==> src/design/tcw_pkg.sv <==
// Shared types and constants of the text console writer.
`default_nettype none

package tcw_pkg;

   // Field widths fixed by the interface
   localparam int CODE_W    = 8;
   localparam int ADDR_W    = 11;
   localparam int CELL_W    = 16;
   localparam int ROW_OUT_W = 5;
   localparam int COL_OUT_W = 7;
   localparam int COLOR_W   = 8;

   // Command codes
   localparam logic CMD_PUT  = 1'b0;
   localparam logic CMD_READ = 1'b1;

   // Character and cell codes
   localparam logic [CODE_W-1:0] NEWLINE_CODE = 8'd10;
   localparam logic [CELL_W-1:0] BLANK_CELL   = 16'h0720;

   // Configuration register map
   localparam int CSR_INDEX_W = 1;
   localparam logic [CSR_INDEX_W-1:0] REG_TEXT_COLOR    = 1'd0;
   localparam logic [CSR_INDEX_W-1:0] REG_SCROLL_ENABLE = 1'd1;
   localparam logic [COLOR_W-1:0]     COLOR_RESET       = 8'd7;
   localparam logic                   SCROLL_RESET      = 1'b1;

   // Command queue between front and back
   localparam int QUEUE_DEPTH = 2;

   // Classified operation
   typedef enum logic [1:0] {
      OP_PUT,
      OP_NEWLINE,
      OP_READ,
      OP_READ_NONE
   } op_type;

   typedef struct packed {
      op_type              op;
      logic [CODE_W-1:0]   code;
      logic [ADDR_W-1:0]   addr;
   } item_type;

   typedef struct packed {
      logic     valid;
      item_type item;
   } queue_head_type;

   // Back-end sequencer states
   typedef enum logic [2:0] {
      ST_CLEAR,
      ST_IDLE,
      ST_READ,
      ST_SHIFT,
      ST_DRAIN,
      ST_BLANK
   } state_type;

endpackage

`default_nettype wire

==> src/design/tcw_front.sv <==
// Front end: accepts commands, classifies them and queues them for the back end.
`default_nettype none

module tcw_front
   import tcw_pkg::*;
#(
   parameter int CELL_COUNT = 2000
) (
   input  wire logic                clock,
   input  wire logic                reset,
   input  wire logic                start,
   output logic                     busy,
   input  wire logic                req_cmd,
   input  wire logic [CODE_W-1:0]   req_char_code,
   input  wire logic [ADDR_W-1:0]   req_cell_address,
   input  wire logic                clearing,
   input  wire logic                pop,
   output queue_head_type           head
);

   localparam int PTR_W = (QUEUE_DEPTH > 1) ? $clog2(QUEUE_DEPTH) : 1;
   localparam int CNT_W = $clog2(QUEUE_DEPTH + 1);

   item_type               slot_ff [QUEUE_DEPTH];
   logic [PTR_W-1:0]       wr_ptr_ff, wr_ptr_in;
   logic [PTR_W-1:0]       rd_ptr_ff, rd_ptr_in;
   logic [CNT_W-1:0]       count_ff, count_in;
   item_type               item_c;
   logic                   push;
   logic                   full;

   // Classify the incoming transaction
   always_comb begin
      item_c.code = req_char_code;
      item_c.addr = req_cell_address;
      if (req_cmd == CMD_READ) begin
         item_c.op = (32'(req_cell_address) < CELL_COUNT) ? OP_READ : OP_READ_NONE;
      end else if (req_char_code == NEWLINE_CODE) begin
         item_c.op = OP_NEWLINE;
      end else begin
         item_c.op = OP_PUT;
      end
   end

   // Hold off new transactions while the queue is full or the screen is clearing
   assign full = (count_ff == CNT_W'(QUEUE_DEPTH));
   assign busy = full | clearing;
   assign push = start & ~busy;

   // Advance pointers and fill count
   always_comb begin
      wr_ptr_in = wr_ptr_ff;
      rd_ptr_in = rd_ptr_ff;
      if (push) begin
         wr_ptr_in = (wr_ptr_ff == PTR_W'(QUEUE_DEPTH - 1)) ? '0 : wr_ptr_ff + 1'b1;
      end
      if (pop) begin
         rd_ptr_in = (rd_ptr_ff == PTR_W'(QUEUE_DEPTH - 1)) ? '0 : rd_ptr_ff + 1'b1;
      end
      count_in = count_ff + CNT_W'(push) - CNT_W'(pop);
   end

   always_ff @(posedge clock) begin
      if (reset) begin
         wr_ptr_ff <= '0;
         rd_ptr_ff <= '0;
         count_ff  <= '0;
      end else begin
         wr_ptr_ff <= wr_ptr_in;
         rd_ptr_ff <= rd_ptr_in;
         count_ff  <= count_in;
      end
   end

   // Store queued items
   always_ff @(posedge clock) begin
      if (push) begin
         slot_ff[wr_ptr_ff] <= item_c;
      end
   end

   assign head.valid = (count_ff != '0);
   assign head.item  = slot_ff[rd_ptr_ff];

endmodule

`default_nettype wire

==> config.mk <==
export PLATFORM = sky130hd
export DESIGN_NAME = tcw_front
export DESIGN_NICKNAME = d
export VERILOG_FILES = /design/src/design/tcw_pkg.sv /design/src/design/tcw_front.sv
export SDC_FILE = /design/constraint.sdc
export NUM_CORES = 1
export LEC_CHECK = 0
export BUFFER_PORTS_ARGS = -buffer_cell sky130_fd_sc_hd__buf_4
export CORE_ASPECT_RATIO = 0.5
export CORE_MARGIN = 8
export CORE_UTILIZATION = 25
export CTS_CLUSTER_DIAMETER = 40
export DETAILED_ROUTE_END_ITERATION = 16
export PLACE_DENSITY_LB_ADDON = 0.2
export SLEW_MARGIN = 20
export SYNTH_ARGS = -nofsm -noshare
export SYNTH_HDL_FRONTEND = slang
export SYNTH_SLANG_ARGS = --single-unit
==> constraint.sdc <==
create_clock -name clock -period 3.37 [get_ports clock]
set_clock_uncertainty 0.1 [all_clocks]
set_input_delay 0.1685 -clock clock [delete_from_list [all_inputs] [get_ports clock]]
set_output_delay 0.1685 -clock clock [all_outputs]
set_load 0.05 [all_outputs]
After elaboration in Yosys (flattened, before gate mapping)
Memories as Yosys holds them, arrays and structs flattened. A register that Yosys moved wholly into a read port is not among the register bits.
Index checks and enable logic that the tools add are counted.
{"block": "totals", "register_bits": 4, "latchBits": 0, "mem_bits_rw": 42, "mem_bits_ro": 0, "word_cells": 24, "memories": 1}
{"name": "slot_ff", "depth": 2, "width": 21, "rd": 1, "rd_ports_with_merged_regs": 1, "write_ports": 1, "line": "tcw_front.sv:24", "source": "item_type slot_ff [QUEUE_DEPTH];"}
{"block": "op_classes", "add_sub_neg": 4, "n_mul": 0, "n_div": 0, "n_lt_le_gt_ge": 1, "n_eq_ne": 2, "n_shift": 0, "mux": 9, "bitwise": 3, "reduce_logical": 1}
{"operator": "11-bit < comparator (second input constant)", "n": 1}
{"operator": "8-bit by 4-bit == test with 1-bit output (second input constant)", "n": 1}
{"operator": "1-bit 2-to-1 mux", "n": 8}
{"operator": "1-bit adder (second input constant)", "n": 2}
{"operator": "2-bit by 1-bit adder with 2-bit output", "n": 1}
{"operator": "2-bit == test (second input constant)", "n": 1}
{"operator": "2-bit 2-to-1 mux", "n": 1}
{"operator": "2-bit nonzero test", "n": 1}
{"operator": "2-bit by 1-bit subtractor with 2-bit output", "n": 1}
{"operator": "1-bit bitwise AND", "n": 1}
{"operator": "1-bit inverter", "n": 1}
{"operator": "1-bit OR", "n": 1}

Longest topological paths before layout
Gate-level depths: netlist of run 1.
{"block": "logic_depth", "word_depth": 6, "depth_mapped": 8, "mapped_depth_nobuf": 8}

Worst setup path after synthesis of run 1
OpenSTA, ideal clock, no wires.
{"block": "synth_path", "kind": "flip-flop to flip-flop", "startpoint": "register count_ff[1]", "endpoint": "memory slot_ff[1][0] (netlist bit), enable pin", "setup_time_ps": 399, "arrival_time_ps": 1733, "t_required_ps": 2871, "slack_ps": 1139, "path_stages_with_launch": 4, "path_buffers": 0, "cell_sequence": "dfxtp_1 nor2b_4 or3b_4 nor2_1"}
{"block": "synth_between", "elab_chain_len": 6}
{"item": "start, declared", "line": "tcw_front.sv:27", "source": "logic [CNT_W-1:0] count_ff, count_in;"}
{"item": "start signal, assigned", "line": "tcw_front.sv:71", "source": "count_ff <= count_in;"}
{"item": "2-bit == test", "line": "tcw_front.sv:46", "source": "assign full = (count_ff == CNT_W'(QUEUE_DEPTH));"}
{"item": "1-bit OR", "line": "tcw_front.sv:47", "source": "assign busy = full | clearing;"}
{"item": "1-bit inverter", "line": "tcw_front.sv:48", "source": "assign push = start & ~busy;"}
{"item": "1-bit bitwise AND", "line": "tcw_front.sv:48"}
{"item": "1-bit 2-to-1 mux", "line": "tcw_front.sv:77", "source": "if (push) begin"}
{"item": "1-bit 2-to-1 mux (not written as such)", "line": "tcw_front.sv:78", "source": "slot_ff[wr_ptr_ff] <= item_c;"}
{"item": "end, declared", "line": "tcw_front.sv:24"}
Every way passes these cells.

Worst setup path in the final report of run 1
{"block": "layout_path", "startpoint": "register count_ff[1]", "endpoint": "register count_ff[1]"}
{"block": "layout_between", "elab_chain_len": 6}
{"item": "2-bit == test", "line": "tcw_front.sv:46"}
{"item": "1-bit OR", "line": "tcw_front.sv:47"}
{"item": "1-bit inverter", "line": "tcw_front.sv:48"}
{"item": "1-bit bitwise AND", "line": "tcw_front.sv:48"}
{"item": "2-bit by 1-bit adder with 2-bit output *", "line": "tcw_front.sv:60", "source": "count_in = count_ff + CNT_W'(push) - CNT_W'(pop);"}
{"item": "2-bit by 1-bit subtractor with 2-bit output *", "line": "tcw_front.sv:60"}
Every way passes the cells marked *; elsewhere a longest branch is shown, timed or not.
A chain may end at the register's enable or synchronous reset.

==> results of run 1 <==
==> cell usage in the layout, fill, tap and decap left out, drive strengths merged <==
cell type and instances:
nor2 9, ha 2, dfxtp 5, inv 2, or2 2, xor2 1, and2 1, nor2b 2
clkinv 2, dlygate4sd3 20, o21ai 1, xnor2 1, nand4 2, edfxtp 42, clkbuf 5, nor3 1
o211ai 1, mux2 22, buf 49, or3b 1, nor4b 1
==> flip-flops by register name, indices dropped and copies added (netlist names), named ones only <==
register	flops
count_ff	2
rd_ptr_ff	1
slot_ff	42
wr_ptr_ff	1
==> metrics by stage <==
step / util, % / power, W / worst slack (ns) / hold WS [ns]
2_1_floorplan: - / 0.000876 / 1.14 / 0.140
3_3_place_gp: 33.3 / 0.000968 / 1.43 / 0.256
3_5_place_dp: 33.3 / 0.000972 / 1.38 / 0.260
4_1_cts: 38.2 / 0.00144 / 1.13 / 0.000652
5_1_grt: 38.2 / 0.00148 / 1.24 / 0.000909
6_report: 38.2 / 0.00142 / 1.38 / 0.00232
==> worst max-delay path by stage <==
stage                      from             to  depth (start not counted)
CTS                        flop       head[14]                          2
detailed placement  count_ff[1]    count_ff[1]                          8
global placement           flop       head[17]                          2
finish              count_ff[1]    count_ff[1]                          8
floorplan           count_ff[1]  slot_ff[1][0]                          3
global route        count_ff[1]    count_ff[1]                          8
==> logic make-up (layout without fill, tap and decap cells) <==
| family | count (synthesis) | after routing | share of synthesized area [%] |
|---|---|---|---|
| DFF | 47 | 47 | 75.8 |
| AOI/OAI and AO/OA | 2 | 2 | 0.696 |
| adders and majority gates | 2 | 2 | 1.39 |
| and+or+nand+nor | 19 | 19 | 6.20 |
| xor gates and xnor gates | 2 | 2 | 0.975 |
| muxes | 22 | 22 | 14.0 |
| buffers and inverters | 4 | 78 | 0.975 |
==> power groups by stage <==
stage	Clock (W)	Sequential, W	Combinational (W)
finish	0.000452	0.000690	0.000282
global route	0.000488	0.000695	0.000300
CTS	0.000466	0.000691	0.000288
detailed placement	0	0.000703	0.000268
global placement	0	0.000701	0.000267
floorplan	0	0.000690	0.000186
==> worst max-delay path, cell delays in order, from the launching register on <==
cell     delay, ns
dfxtp_1       0.33
nor2b_4       0.13
or3b_4        0.41
ha_1          0.29
inv_1         0.04
ha_1          0.17
xor2_1        0.15
and2_2        0.19
nor3_1        0.11
==> Yosys cell counts (2+ instances only) <==
cell / count
edfxtp_1: 42
inv_1: 2
or2_2: 2
dfxtp_1: 5
ha_1: 2
nor2_1: 9
mux2_2: 21
nand4_1: 2
buf_2: 2
==> per-layer routing <==
metal	global-route usage, %	vias to the layer above	wire [µm]
met1	7.84	512	1510
met2	13.3	18	1920
met4	1.96	0	22
met3	2.70	2	204
met5	0	-	0
li1	-	517	-
==> area by class of cell <==
type / instances / area, µm² / share of cell area (%)
sequential: 47 / 1360 / 52.2
timing repair buffer: 69 / 568 / 21.8
multi-input combinational: 47 / 423 / 16.2
clock buffer: 5 / 125 / 4.79
tap: 92 / 115 / 4.41
clock inverter: 2 / 8.76 / 0.336
inverter: 2 / 7.51 / 0.288
==> flow_summary.json, run 1 <==
{
  "place_inst": 237,
  "ff2ff_setup_slack_ns": 1.38,
  "internal_power_w": 0.00105,
  "gr-total-overflow": 0,
  "fillers": 649,
  "dieArea_um2": 10300,
  "synth_warnings": 0,
  "first_iter_violations": 27,
  "fin_tns_setup_ns": 0,
  "setup_viol": 0,
  "grt_usage_pct": 7.33,
  "start_util_pct": 26.3,
  "grt_max_degree": 22,
  "startpoint_type": "flop",
  "max_cap_viol_count": 0,
  "synthDominantCellAreaShare_pct": 70.2,
  "min_to": "slot_ff[0][20]",
  "worstReg2RegStart": "count_ff[1]",
  "port_buffers": 47,
  "final_area_um2": 2610,
  "syn_avg_cell_area_um2": 18.3,
  "num_vias": 1049,
  "cp-end-kind": "flop",
  "numClockSinks": 47,
  "rows": 21,
  "grt_pass1_wl_mm": 6.00,
  "status": "finished clean",
  "synth_cell_types": 20,
  "antenna_found_initial": 0,
  "period_minus_slack_ns": 1.99,
  "syn_to_final_growth_pct": 45.3,
  "synth-edff-count": 42,
  "post-cts-setup-buffers": 0,
  "ir_drop_v": 0.000219,
  "syn_area_um2": 1800,
  "clk_path_buf_depth": 2,
  "insertion_delay_ns": 0.28,
  "timing.rr.end": "count_ff[1]",
  "p_switching_w": 0.000372,
  "clockPowerShare_pct": 31.8,
  "cp_max_fo": 4,
  "routabilityCongestion": 0.652,
  "ctsResizeCount": 0,
  "max_slew_margin_pct": 63.3,
  "stdcell_count": 264,
  "antenna_left": 0,
  "io_pins": 48,
  "rsz0062_at_grt": "false",
  "placed_cell_area_um2": 2270,
  "synthArstFlopShare_pct": 0,
  "place_hpwl_mm": 2.45,
  "min_from": "req_cmd",
  "hold_viol": 0,
  "htreeDepth": 2,
  "fp.coreArea_um2": 6830,
  "via_per_inst": 3.97,
  "max_freq_ghz": 0.502,
  "min_path_type": "input port to flop",
  "yosysTopAreaCell": "edfxtp_1",
  "power_frac_comb_pct": 19.8,
  "yosysSeqAreaShare_pct": 75.8,
  "tightest_slew_ns": 0.551,
  "post-route-period-util_pct": 59.1,
  "ys_top_cells_by_area": "edfxtp_1 70%, mux2_2 13%, dfxtp_1 5.6%",
  "hold_depth": 1,
  "switching_share_pct": 26.1,
  "reg2regPathDepth": 8,
  "ys_seq_elements": 47,
  "routed_wl_mm": 3.66,
  "synth_flop_cell": "edfxtp_1",
  "die_h_um": 75.9,
  "cp.arrival_ns": 2.10,
  "firstDrtPassIters": 3,
  "power_frac_seq_pct": 48.4,
  "slew_violations": 0,
  "wl_per_cell_um": 13.8,
  "cts_tree": "yes",
  "nets": 199,
  "powerDensity_nw_per_um2": 546,
  "fp.dieW_um": 136,
  "ctsHoldBuffers": 20,
  "syn_nets": 125,
  "insertedDiodeCount": 0,
  "synth_cells": 98,
  "grt_pass1_vias": 1206,
  "clk_pin_slew_ns": 0.06,
  "required_ns": 3.48,
  "worstSetupPathType": "flop to flop",
  "root_buffer": "clkbuf_16",
  "leakage_nw": 0.978,
  "post-route-drc-count": 0,
  "numCtsBuffers": 5,
  "layout-drive-gt1-share_pct": 49.4
}
No activity file was read; power rests on OpenSTA's default activity.
==> inputs of run 2 (changes only) <==
==> constraint.sdc (replaced) <==
create_clock -name clock -period 2 [get_ports clock]
set_clock_uncertainty 0.1 [all_clocks]
set_input_delay 0.1 -clock clock [delete_from_list [all_inputs] [get_ports clock]]
set_output_delay 0.1 -clock clock [all_outputs]
set_load 0.05 [all_outputs]
==> run 2 against run 1 <==
Against the previous run:
- register-to-register slack lost 1.3 ns
- cell count up 1.9%
- global-route usage fell by 0.071 points
- power rose by 70%
- largest cell class unchanged
==> flow_summary.json, run 2 (synthesis gave the netlist of run 1 again) <==
{
  "status": "finished clean",
  "worstSetupPathType": "flop to flop",
  "place_inst": 239,
  "period_minus_slack_ns": 1.93,
  "max_slew_margin_pct": 78.6,
  "grt_max_degree": 22,
  "layout_commonest_cell": "buf_4",
  "path_delay_family": "simple AND/OR/NAND/NOR gates",
  "leakage_nw": 1.01,
  "final_util_pct": 39.6,
  "powerDensity_nw_per_um2": 896,
  "dieArea_um2": 10300,
  "max_freq_ghz": 0.519,
  "antenna_found_initial": 0,
  "antenna_left": 0,
  "cts_tree": "yes",
  "gr-total-overflow": 0,
  "slew_violations": 0,
  "hold_viol": 0,
  "largest_register_ffs": 42,
  "grt_usage_pct": 7.25,
  "insertion_delay_ns": 0.27,
  "grt_pass1_wl_mm": 5.85,
  "clk_pin_slew_ns": 0.06,
  "port_buffers": 47,
  "numClockSinks": 47,
  "cpPeakStageDelay_ns": 0.41,
  "reg_top3": "slot_ff: 42 flops, count_ff: 2 flops",
  "cp.arrival_ns": 2.03,
  "whs_ns": 0.232,
  "stdcell_count": 269,
  "syn_to_final_growth_pct": 50.6,
  "timing.rr.end": "count_ff[1]",
  "min_path_type": "input port to flop",
  "crit_end": "count_ff[1]",
  "ir_drop_v": 0.000302,
  "routabilityCongestion": 0.647,
  "place_hpwl_mm": 2.42,
  "fp.dieW_um": 136,
  "cp_num_buf_inv": 1,
  "post-route-drc-count": 0,
  "firstDrtPassIters": 4,
  "rsz0062_at_grt": "false",
  "htreeDepth": 2,
  "insertedDiodeCount": 0,
  "post-cts-setup-buffers": 0,
  "fp.coreArea_um2": 6830,
  "routed_wl_mm": 3.61,
  "max_cap_viol_count": 0,
  "tightest_slew_ns": 0.317,
  "setup_viol": 0,
  "rows": 21,
  "first_iter_violations": 54,
  "regMostFlops": "slot_ff",
  "required_ns": 2.10,
  "root_buffer": "clkbuf_16",
  "layout-drive-gt1-share_pct": 50.8,
  "wl_per_cell_um": 13.4,
  "die_h_um": 75.9,
  "cp_slowest_cell": "or3b_4",
  "p_total_w": 0.00243,
  "ff2ff_setup_slack_ns": 0.07,
  "final_cell_mix": "49 x buf_4, 42 x edfxtp_1, 23 x dlygate4sd3_1, 21 x mux2_2, 7 x nor2_1",
  "via_per_inst": 4.03,
  "reg2regPathDepth": 8,
  "startpoint_type": "flop",
  "startpoint": "count_ff[1]",
  "start_util_pct": 26.3,
  "grt_pass1_vias": 1153,
  "io_pins": 48,
  "crit_chain": "nor2b_4, or3b_4, ha_4, inv_1, ha_1, xor2_2, and2_4, nor3_2",
  "fin_tns_setup_ns": 0,
  "num_vias": 1085,
  "worstReg2RegStart": "count_ff[1]",
  "cp-end-kind": "flop",
  "nets": 204,
  "path_depth": 8,
  "cp_max_fo": 4,
  "post-route-period-util_pct": 96.4,
  "numCtsBuffers": 5,
  "clk_path_buf_depth": 2
}
## run 2: worst min-delay path by stage
stage	from	to	cells after the start
finish	clearing	wr_ptr_ff	4
detailed placement	req_cell_address[0]	slot_ff[1][0]	1
global route	clearing	wr_ptr_ff	4
CTS	clearing	wr_ptr_ff	4
floorplan	reset	count_ff[0]	1
global placement	req_cell_address[0]	slot_ff[0][0]	1
## run 2: where the power goes
group	internal, W	switching (W)
clock	0.000449	0.000309
combinational	0.000219	0.000303
sequential	0.00113	0.0000182
## run 2: worst min-delay path: stages
cell    delay (ns)
buf_4         0.08
or3b_4        0.13
buf_4         0.13
mux2_4        0.14
## run 2: area by class of cell
class,count,area (µm²)
clock buffers,5,125
clock inverters,2,8.76
fillers,653,4130
inverters,2,7.51
multi-input cells,47,449
flip-flops and latches,47,1360
well taps,92,115
repair buffers,74,638
## run 2: routing by layer
| metal | share of wire (%) | track usage [%] | wire (µm) |
|---|---|---|---|
| met1 | 43 | 7.91 | 1560 |
| met2 | 50 | 12.1 | 1820 |
| met3 | 4.8 | 2.96 | 172 |
| met4 | 1.6 | 3.26 | 57 |
| met5 | 0 | 0 | 0 |
## run 2: per-stage QoR
step | instance area, µm² | worst slack, ns
2_1_floorplan | 1800 | -0.231
3_3_place_gp | 2310 | 0.113
3_5_place_dp | 2310 | 0.0654
4_1_cts | 2680 | 0.0516
5_1_grt | 2710 | 0.0140
6_report | 2710 | 0.0727
## run 2: repair_timing
item | 4_1_cts | 5_1_grt
resized for setup | 0 | 5
setup endpoints to repair | 0 | 1
hold buffers | 23 | 0
hold endpoints to repair | 44 | 0
